[config.mk]
export PLATFORM = sky130hd
export DESIGN_NAME = hamming_encode_correct
export DESIGN_NICKNAME = d
export VERILOG_FILES = /design/src/rtl/hec_pkg.sv /design/src/rtl/hec_core.sv /design/src/rtl/hamming_encode_correct.sv
export SDC_FILE = /design/constraint.sdc
export NUM_CORES = 1
export LEC_CHECK = 0
export ABC_AREA = 1
export ABC_CLOCK_PERIOD_IN_PS = 2100
export BUFFER_PORTS_ARGS = -buffer_cell sky130_fd_sc_hd__buf_2
export CORE_MARGIN = 5
export CORE_UTILIZATION = 55
export CTS_CLUSTER_SIZE = 10
export DETAILED_ROUTE_END_ITERATION = 6
export GPL_TIMING_DRIVEN = 0
export PLACE_DENSITY = 0.83
export RECOVER_POWER = 100
export SLEW_MARGIN = 10
export SYNTH_ARGS = -nofsm -noshare
export SYNTH_HDL_FRONTEND = slang
export SYNTH_HIERARCHICAL = 1
export SYNTH_SLANG_ARGS = --single-unit
[constraint.sdc]
create_clock -name i_clk -period 2.1 [get_ports i_clk]
set_input_delay 0.21 -clock i_clk [delete_from_list [all_inputs] [get_ports i_clk]]
set_output_delay 0.21 -clock i_clk [all_outputs]
set_load 0.02 [all_outputs]
[src/rtl/hec_pkg.sv]
// Shared constants, types and the check-matrix table for the Hamming encoder and corrector.
`timescale 1ns / 1ps

package hec_pkg;

    // Code size follows from the number of parity bits.
    localparam int PARITY_BITS = 3;
    localparam int CODE_LEN    = (1 << PARITY_BITS) - 1;
    localparam int DATA_LEN    = CODE_LEN - PARITY_BITS;

    // Widths of the fields carried on the ports.
    localparam int WORD_W        = 7;
    localparam int SYN_W         = 3;
    localparam int IN_TDATA_W    = 8;
    localparam int OUT_TDATA_W   = 16;
    localparam int OUT_TDATA_PAD = OUT_TDATA_W - WORD_W - SYN_W;

    typedef logic [PARITY_BITS-1:0] t_col;
    typedef t_col [CODE_LEN-1:0]    t_col_tab;

    // Request kinds carried in the input tuser.
    typedef enum logic {
        REQ_ENCODE  = 1'b0,
        REQ_CORRECT = 1'b1
    } t_req;

    // One result word.
    typedef struct packed {
        logic [WORD_W-1:0] word_out;
        logic [SYN_W-1:0]  syndrome;
        logic              bit_flipped;
    } t_result;

    // Column j starts as CODE_LEN-j; the power-of-two columns are then
    // swapped to the front so that the parity bits sit in the lowest positions.
    function automatic t_col_tab build_cols();
        t_col_tab tab;
        t_col     tmp;
        int       idx;
        for (int j = 0; j < CODE_LEN; j++) begin
            tab[j] = t_col'(CODE_LEN - j);
        end
        for (int i = 0; i < PARITY_BITS; i++) begin
            idx      = CODE_LEN - (1 << (PARITY_BITS - 1 - i));
            tmp      = tab[i];
            tab[i]   = tab[idx];
            tab[idx] = tmp;
        end
        return tab;
    endfunction

    localparam t_col_tab COLS = build_cols();

endpackage

[src/rtl/hec_core.sv]
// Combinational encode and single-error correction of one word.
`timescale 1ns / 1ps

module hec_core
    import hec_pkg::*;
(
    input  t_req              i_req,
    input  logic [WORD_W-1:0] i_data,
    output t_result           o_res
);

    logic [DATA_LEN-1:0] data;
    logic [CODE_LEN-1:0] enc_word;
    t_col                acc;
    logic [CODE_LEN-1:0] rx_word;
    t_col                syn;
    logic [CODE_LEN-1:0] fix_mask;

    // Encoder: data bits go above the parity bits, parity is the XOR of
    // the columns of the set data bits.
    always_comb begin
        data     = DATA_LEN'(i_data);
        acc      = '0;
        enc_word = '0;
        for (int i = 0; i < DATA_LEN; i++) begin
            enc_word[PARITY_BITS+i] = data[i];
            if (data[i]) begin
                acc = acc ^ COLS[PARITY_BITS+i];
            end
        end
        for (int i = 0; i < PARITY_BITS; i++) begin
            enc_word[i] = acc[PARITY_BITS-1-i];
        end
    end

    // Syndrome of the received word, then a one-hot mask of the matching
    // column. The columns are all distinct and nonzero, so at most one matches.
    always_comb begin
        rx_word  = CODE_LEN'(i_data);
        syn      = '0;
        fix_mask = '0;
        for (int p = 0; p < CODE_LEN; p++) begin
            if (rx_word[p]) begin
                syn = syn ^ COLS[p];
            end
        end
        for (int p = 0; p < CODE_LEN; p++) begin
            fix_mask[p] = (syn != '0) && (COLS[p] == syn);
        end
    end

    // Select the result for the request kind.
    always_comb begin
        unique case (i_req)
            REQ_ENCODE: begin
                o_res.word_out    = WORD_W'(enc_word);
                o_res.syndrome    = '0;
                o_res.bit_flipped = 1'b0;
            end
            REQ_CORRECT: begin
                o_res.word_out    = WORD_W'(rx_word ^ fix_mask);
                o_res.syndrome    = SYN_W'(syn);
                o_res.bit_flipped = |syn;
            end
            default: begin
                o_res = '0;
            end
        endcase
    end

endmodule

[src/rtl/hamming_encode_correct.sv]
// Top level: input register, encode/correct logic and output register.
//
// Hamming single-error-correcting code, (7,4) with three parity bits.
// Slave channel: tuser[0] selects the request (0 encode, 1 check and
// correct), tdata[6:0] holds the data bits (encode, low bits) or the
// received codeword (correct). Master channel: one result word per input
// word, tdata holds the codeword and the syndrome, tuser[0] is set when a
// bit was flipped.
// The result is offered once the word has passed from the input register,
// with the XOR trees and the column compare behind it, into the output
// register, where it is held until taken. A new word is accepted in
// every cycle while the receiver keeps taking results.
// Reset clears both valid flags; no result is offered after reset until
// a word arrives. When the receiver stalls, the result holds in the output
// register and one more word waits in the input register; tready falls
// only once both are full.
`timescale 1ns / 1ps

module hamming_encode_correct
    import hec_pkg::*;
(
    input  logic                   i_clk,
    input  logic                   i_rst_n,
    // Slave side
    input  logic                   i_s_tvalid,
    output logic                   o_s_tready,
    input  logic [IN_TDATA_W-1:0]  i_s_tdata,   // [6:0] data_in, [7] zero
    input  logic [0:0]             i_s_tuser,   // [0] req_type
    // Master side
    output logic                   o_m_tvalid,
    input  logic                   i_m_tready,
    output logic [OUT_TDATA_W-1:0] o_m_tdata,   // [6:0] word_out, [9:7] syndrome, [15:10] zero
    output logic [0:0]             o_m_tuser    // [0] bit_flipped
);

    logic              r_in_valid;
    t_req              r_req;
    logic [WORD_W-1:0] r_data;
    logic              r_out_valid;
    t_result           r_res;
    t_result           core_res;
    logic              out_ready;
    logic              in_ready;

    // Each stage may load when it is empty or its contents move on.
    assign out_ready  = !r_out_valid || i_m_tready;
    assign in_ready   = !r_in_valid || out_ready;
    assign o_s_tready = in_ready;

    // Valid flags of both stages.
    always_ff @(posedge i_clk) begin
        if (!i_rst_n) begin
            r_in_valid  <= 1'b0;
            r_out_valid <= 1'b0;
        end else begin
            if (in_ready) begin
                r_in_valid <= i_s_tvalid;
            end
            if (out_ready) begin
                r_out_valid <= r_in_valid;
            end
        end
    end

    // Input register payload.
    always_ff @(posedge i_clk) begin
        if (in_ready && i_s_tvalid) begin
            r_req  <= t_req'(i_s_tuser[0]);
            r_data <= i_s_tdata[WORD_W-1:0];
        end
    end

    hec_core u_core (
        .i_req  (r_req),
        .i_data (r_data),
        .o_res  (core_res)
    );

    // Output register payload.
    always_ff @(posedge i_clk) begin
        if (out_ready && r_in_valid) begin
            r_res <= core_res;
        end
    end

    assign o_m_tvalid = r_out_valid;
    assign o_m_tdata  = {{OUT_TDATA_PAD{1'b0}}, r_res.syndrome, r_res.word_out};
    assign o_m_tuser  = r_res.bit_flipped;

endmodule
* Yosys cells after proc, flatten, opt, wreduce, memory -nomap -nowiden
Index checks and enable logic that the tools add are counted.
Storage, ports and cells: input bits 13, bits in registers 21, word-level logic and storage cells 52
Cells by class: reductions and logical operators 15, equality and inequality tests 7, bitwise logic cells 11, multiplexer cells 12
Operators by type and width (number):
- $pmux W11 S2 | 1
- $mux W3 | 7
- $eq A3 B3 Y1 const A | 4
- $not A2 Y2 | 6
- $logic_and A1 B1 Y1 | 9
- $xor A7 B7 Y7 | 1
- $eq A2 B3 Y1 const A | 2
- $mux W2 | 3
- $eq A1 B3 Y1 const A | 1
- $not A1 Y1 | 3
- $not A3 Y3 | 1
- $reduce_bool A3 Y1 | 1
- $reduce_or A3 Y1 | 1
- $logic_not A1 Y1 | 2
- $logic_or A1 B1 Y1 | 2
- $mux W1 | 1

* Longest topological paths before layout
Gate-level depths: netlist of run 1.
depth in word-level cells 17, mapped depth 11

* By module
Netlist of run 1, hierarchy kept.
By module, submodules not included:
- hamming_encode_correct | area an instance 714.4 um^2, cells each 39, instances 1, seq. area each 610.6 um^2
- hec_core | area an instance 498.0 um^2, cells each 106, instances 1, seq. area each 0.0 um^2

* Worst setup path before layout of run 1
Ideal clock, no wire load.
kind reg2reg, from reg r_data[3], to reg r_res (netlist bit o_m_tdata[2]) (data pin), arrival time 1.185 ns, path buffers 0, slack 0.662 ns, stages on the path, launching flop included 11, clock period less this slack 1.438 ns, required time 1.847 ns, cells stage by stage edfxtp_1 -> inv_2 -> nand2_1 -> nand2_1 -> nand2_2 -> nand2_4 -> nand2_1 -> inv_2 -> nand3_1 -> nand3_1 -> nand2_1
RTL lines:
- start, declared | line hamming_encode_correct.sv:38 | logic [WORD_W-1:0] r_data;
- start signal, assigned | line hamming_encode_correct.sv:69 | r_data <= i_s_tdata[WORD_W-1:0];
- end signal, assigned | line hamming_encode_correct.sv:82 | r_res <= core_res;
- end, declared | line hamming_encode_correct.sv:40 | t_result r_res;

==> run summary, run 1 <==
The run gives 0 as the post-CTS repair timing setup buffer count. STA classifies the critical path startpoint as a register. Cell internal power was estimated by the tool at 0.000627 W.

The maximum number of buffers from clock root to sink was 2; the clock-pin slew on the worst setup and hold paths was 0.11 ns. Dominant cell by count in the synthesized netlist: nand2_1. Layout overhead on the synthesized area: 14.0%. By count the netlist is led by 55 x nand2_1, 19 x edfxtp_1, 19 x nand3_1.

Setup repair after global routing left no endpoint under its margin. The flow ran to the end, and the final reports show no timing, DRC or antenna violations. For this design the ratio of total power to cell area is 648 nW/um^2. For the clock latency of the later-clocked register in the worst-skew pair, the log shows 0.30 ns.

STA classifies the critical path endpoint as a register. Sorting the synthesized cells by area gives the leading types as edfxtp_1 47%, nand2_1 17%, nand3_1 7.8%. The initial utilization of the core area, before any placement, comes to 56.4%. The number of antenna violations at the first check in global routing was 0; the sequential fraction of design power was 56.3%. The number of enable flip-flop cells after synthesis is 19. The number of ports placed on the die boundary is 32. Class of the most critical hold timing path: primary input to register. Max-cap violations in this run came to 0. For the post-route clock skew, the log shows 0.00322 ns. After detailed placement, the design holds a cell count of 202.

The floorplan has 17 rows. Excluding fillers, the count of instances in the completed layout stands at 206. The placed wire-length estimate after detailed placement was 1820 um; the synthesis warning total was 6.

The mapped netlist covers 1210 um^2. The switching portion of total power is 29.9%, and the count of port buffers added during placement is 24. For the wire length of the first global-routing pass, the log shows 4130 um.

The total number of nets in the final design was 192. Synthesis produced a netlist whose cell count is 145. The logs give 0 for the number of setup violations in the final report and 0 for the number of gates given a new drive strength after cts. TritonCTS built the clock tree. The final layout contains routed wiring with a total length of 2310 um. For the count of vias placed by the detailed router, the log shows 1024.

Data on the critical path is required at its endpoint by 2.15 ns. For this design the static power due to leakage is 0.659 nW. The clock net in this run drives a total of 21 sinks. From bottom edge to top edge, the die measures 57.0 um.

The mean instance size in the synthesized netlist works out to 8.36 um^2. The post-detailed-route DRC marker count was 0. The logs give 0 for the remaining antenna violation count after routing and 0.486 mV for the largest vdd supply drop. The combinational fraction of design power is 22.5%, and the count of H-tree levels built during CTS is 1. The transition time of the tightest slew-check pin is 0.970 ns, and the final sum of negative setup slack is 0 ns. The post-route total power is 0.000895 W, and the number of hold violations in the final report is 0. Final clock period utilization by the worst path: 83.5%.

For the number of CTS-inserted buffers, the log shows 3. The worst setup path is of the register to register kind. In this run, post-CTS hold repair placed 0 buffers. The average wire per standard cell works out to 11.2 um. The highest clock frequency the design can meet was 570 MHz; the area fraction of the dominant cell type after synthesis was 47.1%. The tools report the worst max-slew margin expressed relative to the limit as 35.3%.

The first routing iteration left 36 violations. Before antenna repair, the detailed router went through 4 iterations. The via count of the first global-routing pass came out at 978. The tools report the CTS root buffer as clkbuf_4.

The floorplan step defined a core boundary enclosing 2150 um^2. Primary flip-flop cell chosen by synthesis mapping: edfxtp_1. The post-route netlist has 21.3% of its cells at a drive strength greater than 1.

The worst endpoint data arrival time was 1.80 ns; the total grt overflow was 0. Entering global routing, the biggest net connects 12 pins. The cell taking the most area after synthesis is edfxtp_1. The die span in x is 57.0 um, and the power spent charging and discharging nets is 0.000268 W. For this run, the total global-route usage over all layers was measured as 16.1%.

The number of different library cells used by synthesis comes to 21. Using the TritonRoute via totals, the vias-per-cell ratio works out to 4.97. After layout, the minimum clock period comes to 1.75 ns. Async set or reset register ratio after synthesis: 0%. The tools report the portion of total power attributed to the clock network as 21.1%. Counting the fill cells in the layout gives 204. The die covers 3240 um^2.

Routability-driven placement finished with a final weighted congestion of 0.887. Counting flops and latches in the post-synthesis netlist gives 21. The highest fanout seen on the critical path was 7. For the final count of pins violating max slew, the log shows 0. Summing the sequential cell areas from Yosys gives 50.4% of the chip area.

The number of antenna cells inserted came out at 0.
-- area by class of cell --
cell class / instances / area [um^2] / area share [%]
Buffer: 8 / 52.6 / 3.80
Timing Repair Buffer: 24 / 104 / 7.51
Tap cell: 28 / 35.0 / 2.53
Inverter: 15 / 56.3 / 4.07
Multi-Input combinational cell: 106 / 498 / 36.0
Clock buffer: 4 / 26.3 / 1.90
Sequential cell: 21 / 611 / 44.2
-- metrics by stage --
step | hold slack [ns] | util [%] | cell area [um^2] | setup WS [ns]
final | 0.0765 | 64.4 | 1380 | 0.347
after global routing | 0.0532 | 64.4 | 1380 | 0.173
after CTS | 0.0731 | 65.8 | 1410 | 0.460
after detailed placement | 0.389 | 64.5 | 1390 | 0.475
after global placement | 0.387 | 64.5 | 1390 | 0.497
after floorplan | 0.309 | - | 1230 | 0.662
-- flip-flops by register name (all words and copies together), names as in the netlist --
signal      flops
o_m_tdata      10
o_m_tuser       1
o_m_tvalid      1
r_data          7
r_in_valid      1
r_req           1
-- worst paths after layout --
path	to	startpoint	slack [ns]	cells after the start
max	o_m_tdata[6]	r_data[3]	0.35	10
min	r_data[5]	i_s_tdata[5]	0.08	1
max reg2reg	o_m_tdata[6]	r_data[3]	0.35	10
min reg2reg	o_m_tvalid	r_in_valid	0.49	2
-- cells by family after synthesis --
group                  count (synthesis)  share of synthesized area [%]
AND/OR/NAND/NOR                       90                           34.9
buffers and inverters                 23                           9.08
flip-flops                            21                           50.4
AO/OA/AOI/OAI                          7                           3.20
XOR/XNOR                               3                           2.17
other                                  1                          0.309
-- power by group through the flow --
stage	Combinational, W	Sequential [W]	Clock [W]
floorplan	0.000141	0.000529	0
global placement	0.000201	0.000513	0
detailed placement	0.000206	0.000514	0
CTS	0.000206	0.000504	0.000194
global route	0.000225	0.000508	0.000219
finish	0.000202	0.000504	0.000189
-- worst max-delay path, stage by stage (launching register included) --
cell and delay [ns]:
edfxtp_1 0.49, inv_1 0.24, nand2_1 0.08, nand2_1 0.13
nand2_2 0.09, nand2_4 0.10, nand2_1 0.09, inv_2 0.08
nand3_1 0.06, nand2_1 0.07, o21ai_1 0.07
-- layer usage --
layer / track usage [%] / routed length [um] / up-vias
met5: 0 / 0 / -
met4: 9.60 / 61 / 0
met3: 3.39 / 154 / 6
met2: 28.2 / 1160 / 33
met1: 17.7 / 934 / 462
li1: - / - / 523
-- cell usage in the layout, fill, tap and decap left out, types with 3 or more instances in the layout --
master,n
a21oi_1,5
buf_2,11
buf_4,6
clkbuf_1,16
clkbuf_4,3
conb_1,6
edfxtp_1,19
inv_1,9
inv_2,6
nand2_1,56
nand2_2,6
nand3_1,21
Power figures use the tool's default switching activity.
==> run 2, diff against run 1 <==
Settings changed: ABC_AREA 1 to 0, ABC_CLOCK_PERIOD_IN_PS 2100 to 1640, CORE_UTILIZATION 55 to 53, PLACE_DENSITY 0.83 to 0.79.
Clock period 2.1 ns to 1.64 ns, I/O delays scaled along.
==> run summary, run 2 <==
The run finished, with violations left. The final reports fail on negative setup slack. The startpoint of the lowest-slack hold path is i_s_tdata[2]. The worst setup path is captured at a register. The top cell types in the final layout, fill and taps aside, are 19 x edfxtp_1, 15 x clkbuf_1, 13 x buf_2. Combinational fraction of design power: 32.8% (+10 points).

The primary flip-flop cell chosen by synthesis mapping was edfxtp_1. Worst flop-to-flop path endpoint: o_m_tdata[0]. The power per unit of standard cell area was 754 nW/um^2 (+16%).

The mean instance size in the synthesized netlist came out at 10.6 um^2 (+27%). The full die area is 3750 um^2 (+16%). The die height was 61.2 um (+7.5%); the post-detailed-route DRC marker count was 0 (unchanged). The maximum number of buffers from clock root to sink was 2 (unchanged). The combined area of the multi-input logic cells was 818 um^2 (+64%); the transition time of the tightest slew-check pin was 0.667 ns (-0.303 ns). The count of vias placed by the detailed router was 1101 (+7.5%). The tools report the via count of the first global-routing pass as 1098 (+12%). For the final count of pins violating max slew, the log shows 0 (unchanged). The startpoint identified for the worst register-to-register timing path is r_data[3].

Yosys attributes the largest share of cell area to edfxtp_1 41%, xor2_1 5.0%, buf_4 4.9%. The die span in x came out at 61.2 um (+7.5%). Number of antenna cells inserted: 0 (unchanged). The run gives 0.633 mV (+30%) as the largest vdd supply drop. For the maximum number of pins on one net before global-route repair, the log shows 20 (+8). The register bit count reported by yosys is 21 (unchanged), and the placed wire-length estimate after detailed placement is 2060 um (+13%).

Internal power of the cells: 0.000904 W (+44%). The count of cells along the worst register-to-register path was 5 (-5). The detailed-routing iteration count for the pre-antenna-repair pass was 4 (unchanged).

The shortest clock period the worst path allows after layout is 1.71 ns (-0.0461 ns), and the power spent charging and discharging nets is 0.000422 W (+57%). The hold buffer count at cts was 0 (unchanged); the count of port buffers added during placement was 24 (unchanged). For the floorplan row count, the log shows 18 (+1). The number of flip-flops under the largest register name was 10 (unchanged); the number of max-cap violations was 0 (unchanged). Highest clock frequency the design can meet: 586 MHz (+2.7%).

The hold-critical path depth works out to 1 (unchanged). Among all cell types in the netlist, the one instantiated most often is edfxtp_1. The cell count after synthesis is 131 (-9.7%), and the worst max-slew margin expressed relative to the limit is 55.5% (+20 points). The area fraction of the dominant cell type after synthesis is 41.0% (-6.0 points), and the post-synthesis cell area is 1390 um^2 (+15%). Number of vias per cell: 5.62 (+13%). The run gives 0.00133 W (+48%) as the post-route total power. The placeable core region was 2500 um^2 (+16%); the data required time at the worst endpoint was 1.72 ns (-0.43 ns).

The highest fanout seen on the critical path works out to 10 (+3). The tools report the number of inserted filler cells in the final layout as 178 (-13%). The remaining antenna violation count after routing came out at 0 (unchanged).

Sorting the synthesized cells by how often they occur yields 19 x edfxtp_1, 11 x nand3_1, 9 x buf_4, 9 x nor3_1. The count of unique library cells instantiated by Yosys is 37 (+76%). For the portion of total power attributed to the clock network, the log shows 18.9% (-2.2 points). The number of instances in the placed design was 190 (-5.9%); the sum of routed wire length over all layers was 2930 um (+27%).

The tools report the number of antenna violations at the first check in global routing as 0 (unchanged). The logs give 0 (unchanged) for the number of hold violations in the final report and 180 (-6.3%) for the total number of nets in the final design. The worst setup path is launched from a register.

The number of setup violations in the final report came out at 4 (+4). Setup repair after global routing could not meet its margin everywhere. The number of CTS-inserted buffers came out at 3 (unchanged). The async set or reset register ratio after synthesis works out to 0% (unchanged). By startpoint and endpoint, the worst setup path is classified as register to register.

The routability-driven placement congestion ratio is 0.889 (+0.29%). Sequential fraction of design power: 48.3% (-8.0 points). Overall track demand over capacity in global routing: 17.0% (+0.89 points).

For hold timing, the worst endpoint is r_data[2]. The switching portion of total power is 31.8% (+1.9 points). The logs give 43.9% (-6.4 points) for the sequential element share of the synthesized area and 0 (unchanged) for the total grt overflow. The reported leakage power is 0.696 nW (+5.5%).

The synthesized design spends more area on one cell type than any other, namely edfxtp_1. Count of H-tree levels built during CTS: 1 (unchanged). Wire length of the first global-routing pass: 4690 um (+13%). The most common cell after layout, fill and taps aside was edfxtp_1. The synthesis warning total was 6 (unchanged). The CTS root buffer is clkbuf_4. The number of enable flip-flop cells after synthesis was 19 (unchanged); the worst setup slack for register-to-register paths was -0.07 ns (-0.41 ns). The clock latency of the later-clocked register in the worst-skew pair is 0.30 ns (about the same).

The class of the most critical hold timing path is primary input to register. The final clock period utilization by the worst path is 104% (+21 points). The worst slack after detailed placement is -0.105 ns (-0.580 ns), and the clock-pin slew on the worst setup and hold paths is 0.11 ns (about the same). The area taken by flip-flops and latches was 611 um^2 (unchanged). The run gives 1.78 ns (-0.02 ns) as the worst endpoint data arrival time.

The worst setup slack after layout is -0.0669 ns (-0.414 ns), and the post-route clock skew is 0.00189 ns (-0.00133 ns). The number of clock sinks seen by CTS is 21 (unchanged), and the share of layout cells above drive strength 1 is 32.5% (+11 points). The tools report the hold slack as 0.0248 ns (-0.0517 ns). Final standard cell count with taps included and fillers excluded: 196 (-4.9%).

TritonCTS built the clock tree. The run gives 55.6% (-0.83 points) as the initial core utilization. The average wire per standard cell came out at 14.9 um (+33%).

Count of routing violations after the opening detailed-route iteration: 45 (+25%). Relative to the synthesized area, the layout overhead comes to 26.5%. The number of ports placed on the die boundary was 32 (unchanged).
run 2: cell types whose count changed in the layout (fill, tap and decap cells not counted), sizes merged, moves of 4 or more:
cell,delta
xor2,+8
inv,-10
nand3,-11
o2111ai,+4
nor2b,+6
buf,+10
nor3,+9
nand2,-56
xnor2,+9
run 2: cell type report:
cell class                 count  area share, %
tap                           30           2.14
sequential                    21           34.7
buffer                        15           6.12
multi-input combinational     94           46.5
clock buffer                   4           1.49
timing repair buffer          27           7.90
inverter                       5           1.07
run 2: logic make-up after synthesis:
| logic type | count (synthesis) | synth area share [%] |
|---|---|---|
| and+or+nand+nor | 48 | 20.0 |
| xor gates and xnor gates | 21 | 16.9 |
| DFF | 21 | 43.9 |
| buffers and inverters | 21 | 9.00 |
| AOI/OAI and AO/OA | 19 | 9.90 |
| other | 1 | 0.270 |
run 2: how the worst max path moves through the flow:
stage	start	end	cells past startpoint
after global routing	r_data[3]	o_m_tdata[3]	5
after global placement	r_data[6]	o_m_tdata[0]	5
after CTS	r_data[2]	o_m_tdata[5]	6
after floorplan	r_data[6]	o_m_tdata[0]	5
after detailed placement	r_data[6]	o_m_tdata[0]	5
final	r_data[3]	o_m_tdata[0]	5
run 2: repair_timing:
| action | 4_1_cts | 5_1_grt |
|---|---|---|
| cloned | 0 | 0 |
| gates resized for setup | 8 | 15 |
| buffers inserted | 3 | 0 |
| endpoints found under the hold margin | 0 | 0 |
| pin swaps | 1 | 1 |
| setup endpoints to repair | 6 | 18 |
run 2: power by group through the flow:
stage / Combinational (W) / Clock, W / Sequential (W)
global placement: 0.000349 / 0 / 0.000652
finish: 0.000435 / 0.000251 / 0.000640
CTS: 0.000396 / 0.000257 / 0.000640
floorplan: 0.000257 / 0 / 0.000679
global route: 0.000469 / 0.000282 / 0.000644
detailed placement: 0.000361 / 0 / 0.000653
run 2: critical path, stage by stage, from the launching register on:
cell and delay, ns:
edfxtp_1 0.45, buf_6 0.19, xnor2_4 0.27, nand3_2 0.15, a211o_1 0.27, and4_1 0.14
run 2: through the flow:
stage / utilization (%) / setup TNS [ns] / instance area (um^2)
after floorplan: - / 0 / 1420
after global placement: 63.1 / -0.0689 / 1580
after detailed placement: 63.1 / -0.174 / 1580
after CTS: 67.9 / 0 / 1700
after global routing: 70.3 / -0.654 / 1760
final: 70.3 / -0.200 / 1760
run 2: layer usage:
metal | up-vias | part of all wire [%] | track usage (%)
met5 | - | 0 | 0
met4 | 0 | 2.9 | 11.8
met3 | 10 | 11 | 3.56
met2 | 67 | 51 | 29.5
met1 | 500 | 35 | 18.2
li1 | 524 | - | -
==> run 3, diff against run 2 <==
Settings changed: PLACE_DENSITY 0.79 to 0.85.
==> run summary, run 3 (same netlist as run 2, synthesis figures left out) <==
The type of element launching the critical path is a register. The number of flip-flops under the largest register name is 10 (unchanged), and the wire length of the first global-routing pass is 4550 um (-2.9%). For the placed wire-length estimate after detailed placement, the log shows 2040 um (-0.63%).

Category of the critical setup timing path: register to register. The number of instances in the placed design was 190 (unchanged). The top cell types in the final layout, fill and taps aside, are 19 x edfxtp_1, 15 x clkbuf_1, 12 x buf_2.

The logs give -0.0123 ns (+0.0546 ns) for the worst setup slack after layout and 0 (unchanged) for the number of antenna violations at the first check in global routing. The worst slack after detailed placement was -0.164 ns (-0.0594 ns); the die height was 61.2 um (unchanged). Traced cell by cell, the critical path runs through buf_4, xor2_2, nand3_2, a211o_1, and4_1. The transition time of the tightest slew-check pin was 0.650 ns (-0.0165 ns); the total grt overflow was 0 (unchanged).

The global routing stage identified its most utilized layer as met2. The logs give 179 (-0.56%) for the total number of nets in the final design and 3 (unchanged) for the number of CTS-inserted buffers. The shortest clock period the worst path allows after layout was 1.65 ns (-0.0546 ns); the number of inserted filler cells in the final layout was 178 (unchanged).

The number of antenna cells inserted was 0 (unchanged). STA classifies the critical path endpoint as a register. Logic depth of the worst setup path including buffers: 5 (unchanged).

The final cell utilization of the core was 69.9% (-0.45 points); the die span in x was 61.2 um (unchanged). The logs give 0 (unchanged) for the post-detailed-route DRC marker count and 1 (-3) for the number of setup violations in the final report. The checks that failed: negative setup slack. The power per unit of standard cell area was 747 nW/um^2 (-1.0%). The count of routing violations after the opening detailed-route iteration is 52 (+16%).

For the maximum number of pins on one net before global-route repair, the log shows 20 (unchanged). The clock-pin slew on the worst setup and hold paths was 0.11 ns (about the same); the routability-driven placement congestion ratio was 0.871 (-2.0%). TritonCTS built the clock tree. The met1 usage in global routing is 18.6% (+0.40 points), and the final clock period utilization by the worst path is 101% (-3.3 points).

The placeable core region came out at 2500 um^2 (unchanged). The run gives 0.000707 ns (-0.00118 ns) as the post-route clock skew. Number of hold violations in the final report: 0 (unchanged). For the floorplan row count, the log shows 18 (unchanged). The number of vias per cell is 5.63 (+0.24%). The remaining antenna violation count after routing was 0 (unchanged).

Area taken by flip-flops and latches: 611 um^2 (unchanged). The tree is rooted in a clkbuf_4. The number of ports placed on the die boundary is 32 (unchanged).

The via count of the first global-routing pass came out at 1044 (-4.9%). The worst max-slew margin expressed relative to the limit is 56.6% (+1.1 points), and the share of layout cells above drive strength 1 is 30.9% (-1.6 points). The run gives 0.00130 W (-1.6%) as the post-route total power.

The library cell used most frequently in the layout, excluding fill and tap cells, is edfxtp_1. The number of max-cap violations was 0 (unchanged). The final sum of negative setup slack is -0.0123 ns (+0.187 ns). Largest vdd supply drop: 0.626 mV (-1.1%). The worst stage delay on the critical path is 0.38 ns (-0.07 ns). The hold-critical path depth was 1 (unchanged). The logs give 3750 um^2 (unchanged) for the full die area and 21 (unchanged) for the number of clock sinks seen by CTS.

The fraction of met2 tracks used by global routing was 30.1% (+0.60 points). For the maximum number of buffers from clock root to sink, the log shows 2 (unchanged). Setup repair after global routing could not meet its margin everywhere.

The run gives 605 MHz (+3.3%) as the highest clock frequency the design can meet. The tools report the count of H-tree levels built during CTS as 1 (unchanged). Relative to the synthesized area, the layout overhead comes to 25.7%. The worst endpoint data arrival time came out at 1.72 ns (-0.06 ns). Class of the most critical hold timing path: primary input to register. Met3 usage in global routing: 2.31% (-1.3 points). The final standard cell count with taps included and fillers excluded came out at 195 (-0.51%). The sum of routed wire length over all layers was 2740 um (-6.5%).

The family with the most delay on the worst path is flip-flops. The run gives 4 (unchanged) as the detailed-routing iteration count for the pre-antenna-repair pass. Count of buffer and inverter cells on the critical path: 1 (unchanged). For the clock latency of the later-clocked register in the worst-skew pair, the log shows 0.30 ns (about the same). The combined area of the multi-input logic cells is 817 um^2 (-0.15%). The count of port buffers added during placement is 24 (unchanged).

The cell with the largest stage delay on the worst path was edfxtp_1. The logs give 55.6% (unchanged) for the initial core utilization and 0 (unchanged) for the hold buffer count at cts. Reported leakage power: 0.685 nW (-1.5%). The run gives 1098 (-0.27%) as the count of vias placed by the detailed router. The tools report the final count of pins violating max slew as 0 (unchanged).

The count of cells along the worst register-to-register path was 5 (unchanged). The overall track demand over capacity in global routing is 16.3% (-0.61 points). The highest fanout seen on the critical path was 7 (-3). The run finished, with violations left. The run gives 1.71 ns (about the same) as the data required time at the worst endpoint. The average wire per standard cell works out to 14.0 um (-6.0%).
## run 3: final timing paths
| path | from | endpoint | slack, ns |
|---|---|---|---|
| hold reg to reg | o_m_tvalid | r_in_valid | 0.55 |
| setup / recovery | r_data[5] | o_m_tdata[0] | -0.01 |
| setup reg to reg | r_data[5] | o_m_tdata[0] | -0.01 |
| hold / removal | i_s_tdata[1] | r_data[1] | 0.03 |
## run 3: cell type report
class	instances	area share [%]
Buffer	15	6.73
Clock buffer	4	1.50
Inverter	5	1.07
Multi-Input combinational cell	94	46.8
Sequential cell	21	35.0
Tap cell	30	2.15
Timing Repair Buffer	26	6.81
## run 3: repair_timing
| action | 4_1_cts | 5_1_grt |
|---|---|---|
| pin swaps | 1 | 2 |
| buffers inserted | 1 | 1 |
| endpoints found under the setup margin | 5 | 17 |
| gates cloned | 0 | 0 |
| resized for setup | 13 | 12 |
## run 3: metal layers
layer	routed length (um)	share of wire (%)	up-vias
met1	952	35	488
li1	-	-	523
met4	44	1.6	0
met3	292	11	10
met5	0	0	-
met2	1450	53	77
## run 3: metrics by stage
| step | area, um^2 | hold slack, ns |
|---|---|---|
| after floorplan | 1420 | 0.263 |
| after global placement | 1580 | 0.340 |
| after detailed placement | 1580 | 0.342 |
| after CTS | 1700 | 0.0238 |
| after global routing | 1750 | 0.0140 |
| final | 1750 | 0.0320 |
## run 3: worst reg2reg max path: stages, from the launching register on
cell and delay (ns):
edfxtp_1 0.38, buf_4 0.21, xor2_2 0.25, nand3_2 0.13, a211o_1 0.31, and4_1 0.14
## run 3: power breakdown
group | total (W) | internal [W] | leakage, nW | switching (W)
clock | 0.000247 | 0.0000946 | 0.0150 | 0.000153
sequential | 0.000640 | 0.000629 | 0.198 | 0.0000113
combinational | 0.000417 | 0.000170 | 0.472 | 0.000246
total | 0.00130 | 0.000894 | 0.685 | 0.000410
